==> src/hdl/dts_pkg.sv <==
// Shared constants and types for the depth-first topological sort block.
`timescale 1ns / 1ps
`default_nettype none
package dts_pkg;
    localparam int DEF_MAX_VERTICES = 64;
    localparam int DEF_MAX_EDGES    = 1024;
    localparam int VERTEX_W         = 7;

    // Visit marks
    localparam logic [1:0] MARK_NEW  = 2'd0;
    localparam logic [1:0] MARK_PATH = 2'd1;
    localparam logic [1:0] MARK_DONE = 2'd2;

    // Datapath commands issued by the controller
    typedef struct packed {
        logic fetch;     // latch the accepted edge and read its list ends
        logic load;      // link the latched edge into its list
        logic root_rd;   // read mark/head of the root candidate
        logic root_push; // push the root candidate
        logic root_next; // advance the root candidate
        logic top_rd;    // read the stack top
        logic edge_rd;   // read the edge under the top cursor
        logic tgt_rd;    // read mark/head of the edge target
        logic tgt_push;  // push the edge target
        logic pop;       // finish the top vertex
        logic emit;      // send one result
        logic cycle;     // send the cycle result
        logic clr;       // clear one mark/head entry
        logic init;      // reset counters for a new graph
    } t_cmd;

    typedef struct packed {
        logic root_end;   // root candidate past the last vertex
        logic root_new;   // root candidate unvisited
        logic stack_empty;
        logic cur_nil;    // top cursor at list end
        logic tgt_path;   // target on path
        logic tgt_new;    // target unvisited and stack has room
        logic emit_end;   // last result being sent
        logic clr_end;    // last entry being cleared
    } t_sts;
endpackage
`default_nettype wire

==> src/hdl/dts_ctrl.sv <==
// Controller state machine for the topological sort.
`timescale 1ns / 1ps
`default_nettype none
module dts_ctrl
    import dts_pkg::*;
(
    input  wire  i_clk,
    input  wire  i_rst_n,
    input  wire  i_start,
    input  wire  i_has_edge,
    input  wire  i_last_edge,
    input  t_sts i_sts,
    output t_cmd o_cmd,
    output logic o_busy
);
    typedef enum logic [10:0] {
        S_IDLE  = 11'b00000000001,
        S_LOAD  = 11'b00000000010,
        S_CLR   = 11'b00000000100,
        S_ROOT  = 11'b00000001000,
        S_RDEC  = 11'b00000010000,
        S_TOP   = 11'b00000100000,
        S_EDGE  = 11'b00001000000,
        S_TGT   = 11'b00010000000,
        S_TDEC  = 11'b00100000000,
        S_EMIT  = 11'b01000000000,
        S_CYC   = 11'b10000000000
    } t_state;

    t_state r_state, n_state;
    logic   r_last;

    always_ff @(posedge i_clk) begin
        if (!i_rst_n) begin
            r_state <= S_CLR;
            r_last  <= 1'b0;
        end else begin
            r_state <= n_state;
            if (o_cmd.fetch) r_last <= i_last_edge;
        end
    end

    always_comb begin
        n_state = r_state;
        o_cmd   = '0;
        case (r_state)
            S_IDLE: begin
                if (i_start) begin
                    if (i_has_edge) begin
                        o_cmd.fetch = 1'b1;
                        n_state = S_LOAD;
                    end else if (i_last_edge) begin
                        o_cmd.init = 1'b1;
                        n_state = S_ROOT;
                    end
                end
            end
            S_LOAD: begin
                o_cmd.load = 1'b1;
                if (r_last) begin
                    o_cmd.init = 1'b1;
                    n_state = S_ROOT;
                end else n_state = S_IDLE;
            end
            S_CLR: begin
                o_cmd.clr = 1'b1;
                if (i_sts.clr_end) n_state = S_IDLE;
            end
            S_ROOT: begin
                if (i_sts.root_end) n_state = S_EMIT;
                else begin
                    o_cmd.root_rd = 1'b1;
                    n_state = S_RDEC;
                end
            end
            S_RDEC: begin
                if (i_sts.root_new) begin
                    o_cmd.root_push = 1'b1;
                    n_state = S_TOP;
                end else n_state = S_ROOT;
                o_cmd.root_next = 1'b1;
            end
            S_TOP: begin
                if (i_sts.stack_empty) n_state = S_ROOT;
                else begin
                    o_cmd.top_rd = 1'b1;
                    n_state = S_EDGE;
                end
            end
            S_EDGE: begin
                if (i_sts.cur_nil) begin
                    o_cmd.pop = 1'b1;
                    n_state = S_TOP;
                end else begin
                    o_cmd.edge_rd = 1'b1;
                    n_state = S_TGT;
                end
            end
            S_TGT: begin
                o_cmd.tgt_rd = 1'b1;
                n_state = S_TDEC;
            end
            S_TDEC: begin
                if (i_sts.tgt_path) n_state = S_CYC;
                else begin
                    o_cmd.tgt_push = i_sts.tgt_new;
                    n_state = S_TOP;
                end
            end
            S_EMIT: begin
                o_cmd.emit = 1'b1;
                if (i_sts.emit_end) n_state = S_CLR;
            end
            S_CYC: begin
                o_cmd.cycle = 1'b1;
                n_state = S_CLR;
            end
            default: n_state = S_CLR;
        endcase
    end

    assign o_busy = (r_state != S_IDLE);
endmodule
`default_nettype wire

==> config.mk <==
export PLATFORM = sky130hd
export DESIGN_NAME = dts_ctrl
export DESIGN_NICKNAME = d
export VERILOG_FILES = /design/src/hdl/dts_pkg.sv /design/src/hdl/dts_ctrl.sv
export SDC_FILE = /design/constraint.sdc
export NUM_CORES = 1
export LEC_CHECK = 0
export ABC_AREA = 0
export ABC_CLOCK_PERIOD_IN_PS = 2700
export BUFFER_PORTS_ARGS = -buffer_cell sky130_fd_sc_hd__buf_2
export CAP_MARGIN = 20
export CORE_MARGIN = 2
export CORE_UTILIZATION = 45
export CTS_BUF_LIST = sky130_fd_sc_hd__clkbuf_4 sky130_fd_sc_hd__clkbuf_8 sky130_fd_sc_hd__clkbuf_16
export DETAILED_ROUTE_END_ITERATION = 10
export PLACE_DENSITY_LB_ADDON = 0.1
export SLEW_MARGIN = 25
export SYNTH_ARGS = -nofsm -noshare
export SYNTH_HDL_FRONTEND = slang
export SYNTH_SLANG_ARGS = --single-unit
==> constraint.sdc <==
create_clock -name i_clk -period 2.7 [get_ports i_clk]
set_input_delay 0.405 -clock i_clk [delete_from_list [all_inputs] [get_ports i_clk]]
set_output_delay 0.405 -clock i_clk [all_outputs]
set_load 0.05 [all_outputs]
# [After elaboration in Yosys (flattened, before gate mapping)]
# Cells that the tools add are included.
[word_totals] regBits=12 in_bits=13 output_inout_bits=15 elab_cells=56
[op_classes] n_eq_ne=16 muxes=37 n_reduce_logical=1
[op_table] operator="$pmux 11 s10" n=1
[op_table] operator="$mux 11" n=6
[op_table] operator="$mux 1" n=23
[op_table] operator="$eq 11x1->1 const B" n=1
[op_table] operator="$eq 11x10->1 const B" n=1
[op_table] operator="$eq 11x11->1 const B" n=1
[op_table] operator="$eq 11x2->1 const B" n=1
[op_table] operator="$eq 11x3->1 const B" n=1
[op_table] operator="$eq 11x4->1 const B" n=1
[op_table] operator="$eq 11x5->1 const B" n=1
[op_table] operator="$eq 11x6->1 const B" n=1
[op_table] operator="$eq 11x7->1 const B" n=1
[op_table] operator="$eq 11x8->1 const B" n=1
[op_table] operator="$eq 11x9->1 const B" n=1
[op_table] operator="$ne 11x1->1 const B" n=1
[op_table] operator="$mux 10" n=1
[op_table] operator="$mux 8" n=1
[op_table] operator="$mux 7" n=1
[op_table] operator="$mux 6" n=1
[op_table] operator="$ne 2x2->1 const B" n=3
[op_table] operator="$mux 4" n=1
[op_table] operator="$reduce_and 4->1" n=1
[op_table] operator="$ne 3x3->1 const B" n=1
[op_table] operator="$mux 2" n=1
[op_table] operator="$pmux 1 s2" n=1

# [Longest topological paths before layout]
[depth] ltp_word=4 depth_mapped=7 depth_no_buf=5

# [Worst setup path after synthesis]
# No wires, ideal clock.
[synth_timing] path_kind="register to output" from="register r_state[1]" to="output o_cmd[0] (netlist bit)" arrival_time_ps=2833 required_ps=2295 setup_slack_ps=-538 path_stages_with_launch=5 n_path_buf=0 path_cell_list="dfxtp_1 > or4b_2 > nor3_1 > inv_1 > o31ai_1"
[synth_rtl] item="from (decl)" line_no="dts_ctrl.sv:30" text="t_state r_state, n_state;"
[synth_rtl] item="from (signal assigned)" line_no="dts_ctrl.sv:38" text="r_state <= n_state;"
[synth_rtl] item="to (decl)" line_no="dts_ctrl.sv:13" text="output t_cmd o_cmd,"

==> flow_results.org <==
** STA
- The number of hold violations in the final report came to 0.
- Worst path setup slack after routing :: 0.0611 ns
- FMAX :: 0.379 GHz
- Transition at the pin with the smallest max-transition slack :: 0.394 ns
- Slew Viols, Final :: 0
- The worst path uses 97.7% of the clock period.
- Slew HR :: 73.7%
- Final setup viols :: 0
- Setup repair after global routing left no endpoint under its margin.
- Layout Skew :: about 0.0064 ns
- Fin Setup TNS :: 0 ns
- For the finished layout, the period the worst path requires is between 2 and 3 ns.
- Tightest hold margin :: around 0.32 ns

** Critical path
- Worst Setup Path Type :: reg -> out
- Origin of the critical flop-to-flop path :: r_state[4]
- The most critical setup path has its startpoint at r_state[1].
- Largest stage delay on the critical path :: 0.74 ns
- Family with the most delay on the worst path :: simple AND/OR/NAND/NOR gates
- In this run the worst path has a maximum fanout of 5.
- Critical Path, Cell by Cell :: or4b_2 > nor3_2 > inv_1 > o31ai_2 > clkbuf_4
- Slowest cell on the critical path :: or4b_2
- For the worst setup path, the data required time is between 2 and 2.5 ns.
- Reg2Reg Depth :: 5
- Data arrival at the endpoint of the critical path :: roughly 2.2 ns
- Register-to-Register Setup Slack :: ~0.69 ns
- The critical path ends at o_cmd[0].
- Count of buffer and inverter cells on the critical path :: 2
- Kind of start point of the critical path :: flop
- Worst flop-to-flop path endpoint :: r_state[8]
- In this run the number of cells on the critical path is 5.
- STA classifies the critical path endpoint as an output port.

** Routing
- Routed Wire Length :: 1950 um
- The final route contains 818 vias.
- The first detailed-routing pass ran for 4 iterations.
- Number of DRC markers in iteration 0 :: 12
- Once detail routing completed, the nets flagged for antenna violations numbered 0.
- Remaining design rule violation count :: 0
- In the final routed layout, each cell accounts on average for 13.8 um.
- Using the TritonRoute via totals, the vias-per-cell ratio works out to 5.80.

** Layout
- Measured on the finished design, the core utilization comes to 61.6%.
- From synthesis to final layout, the design area changed by 25.5%.
- Fraction of layout cells with a size suffix above 1 :: 40.0%
- Nets :: 140
- Number of diodes :: 0
- For this run, the number of standard cells in the final layout without fillers is around 140.

** Synth
- Part of the Yosys area used for sequential elements :: 31.4%
- For this run, the number of Yosys warnings is 0.
- Most common library cells after synthesis :: nor2_1 (13), dfxtp_1 (12), nor3_1 (9)
- Most common cell in the synthesized netlist :: nor2_1
- Predominant post-synthesis flop cell :: dfxtp_1
- Area of the mapped netlist :: 766 sq um
- Summing the areas of all and, or, nand and nor instances in the mapped netlist gives a little under half of the synthesized area.
- Multiplexer cells account for 1.31% of the synthesized area.
- Yosys mapped a number of flops with a built-in enable equal to 0.
- Each instance of the synthesized netlist takes up on average 7.81 sq um.
- When the netlist entered floorplanning its net count stood at 111.
- Async S/R FF share, synth :: 0%
- Summed over all instances, the cell type with the most area after synthesis is dfxtp_1.
- After synthesis, the cell types taking the most area are dfxtp_1 (31%), nor2_1 (6.4%), nor3_1 (5.9%).
- The synthesized netlist devotes 0% of its cell area to XOR and XNOR gates.
- Combinational family with the most area after synthesis :: simple AND/OR/NAND/NOR gates
- After Yosys synthesis, full adders, half adders and majority gates account for 0% of the synthesized area.
- Synthesized instance count :: around 100
- Distinct cells, synth :: 38
- Synthesis inferred 12 register bits.
- The synthesized netlist devotes 14.4% of its cell area to compound gates.
- The top cell type by area accounts for about a third of the synthesized area.

** Placement
- Total half-perimeter wirelength after legalization and detailed placement :: 1500 um
- OpenSTA, run right after detailed placement, puts the worst setup slack at ~0.28 ns.
- Once placement completed, the tool counted placed cells totaling 138.
- Gpl congestion :: 0.844
- Number of port buffers :: 27

** Clock tree
- TritonCTS clock tree :: built
- Insertion delay of the later-clocked pin in the worst-skew pair :: 0.27 ns
- Clock Path Buffers :: 2
- Setup fix buffers added after clock tree synthesis :: 0
- CTS built an H-tree with a depth of 1.
- Clock tree root driver cell :: clkbuf_4
- Counting every sink on the clock net gives 12.
- The number of hold buffers added after CTS was 0.
- After clock tree synthesis, the clock-pin slew on the worst setup and hold paths is approximately 0.08 ns.
- Buffers inserted during clock tree synthesis total 3.

** GRT
- Antenna violations before repair :: 0
- The via count of the first global-routing pass was approximately 700.
- Largest net degree at the start of global routing :: 8
- Wire length of the first global-routing pass :: 3020 um
- GRT Total Usage :: 20.9%
- Total global routing overflow :: 0

** Power and ir drop
- PwrDens :: just under 400 mW/mm^2
- Leakage component of the power :: around 0.45 nW
- Peak supply drop :: 0.349 mV

** Status
- Run status :: complete, no violations

** Run
- Count of max-cap constraint violations :: 0

** Floorplanning
- Floorplan row count :: 14
- During I/O placement, the number of pins put on the boundary was 28.
- Starting utilization of the core area :: 49.1%
- Height of the die :: 45.3 um
- The die covers 0.00205 sq mm.
- Overall die width :: approximately 45 um
- Area of the placeable core :: 0.00156 sq mm

** Hold path
- The worst hold path belongs to the class in -> reg.
[where the power goes]
group / leakage (nW) / internal (mW) / switching (mW)
Combinational: 0.336 / 0.0299 / 0.0475
Clock: 0.0138 / 0.0516 / 0.0596
Sequential: 0.0971 / 0.181 / 0.00445
[registers in the layout, indices dropped and copies added, names as in the netlist]
signal and cells:
r_state 11, r_last 1
[metrics by stage]
step | total power, mW | cell area (sq um)
floorplan | 0.244 | 776
global placement | 0.264 | 911
detailed placement | 0.265 | 911
CTS | 0.376 | 938
global route | 0.393 | 961
finish | 0.374 | 961
[area by class of cell]
cell class	instances	area [sq um]
Clock buffer	3	22.5
Fill cell	161	598
Inverter	5	18.8
Multi-Input combinational cell	78	510
Sequential cell	12	240
Tap cell	16	20.0
Timing Repair Buffer	27	149
[worst reg2reg max path: stages (launching register included)]
cell and delay (ns):
dfxtp_1 0.34, or4_4 0.59, or2_1 0.35, o31ai_2 0.27
nand3b_2 0.25, nor4_1 0.09
[layout by cell type, fill, tap and decap left out, types with 2 or more instances in the layout]
| master | instances |
|---|---|
| a21oi_1 | 7 |
| and2_1 | 2 |
| buf_2 | 23 |
| clkbuf_4 | 5 |
| dfxtp_1 | 12 |
| inv_1 | 5 |
| nand2_1 | 6 |
| nand2b_1 | 2 |
| nand3_1 | 3 |
| nand3b_1 | 2 |
| nor2_1 | 13 |
| nor3_1 | 7 |
| nor3_2 | 2 |
| nor4_1 | 2 |
| o21ai_0 | 2 |
| o31ai_2 | 2 |
| or2_2 | 2 |
| or3_1 | 2 |
| or4_4 | 2 |
| or4b_2 | 4 |
[per-layer routing]
metal / track usage, % / up-vias / part of all wire (%)
met3: 8.00 / 2 / 7.3
met1: 26.6 / 381 / 44
met4: 3.53 / 0 / 0.67
met5: 0 / - / 0
li1: - / 405 / -
met2: 34.0 / 30 / 48
[how the worst min path moves through the flow]
stage | slack (ns) | cells past startpoint | endpoint | start
floorplan | 0.48 | 1 | r_state[4] | i_sts[7]
global placement | 0.53 | 2 | r_state[3] | r_last
detailed placement | 0.54 | 2 | r_state[3] | r_last
CTS | 0.31 | 2 | r_state[7] | i_sts[4]
global route | 0.33 | 2 | r_state[7] | i_sts[4]
finish | 0.32 | 2 | r_state[7] | i_sts[4]
[logic make-up (layout without fill, tap and decap cells)]
logic type | after synthesis | count (layout)
compound gates | 16 | 16
simple gates | 61 | 61
mux | 1 | 1
buf+inv | 8 | 35
flops | 12 | 12
[what timing repair did]
item,4_1_cts,5_1_grt
gates cloned,0,0
pin swaps,0,0
resized for setup,1,9
setup endpoints to repair,1,5
No activity file was read; power rests on OpenSTA's default activity.
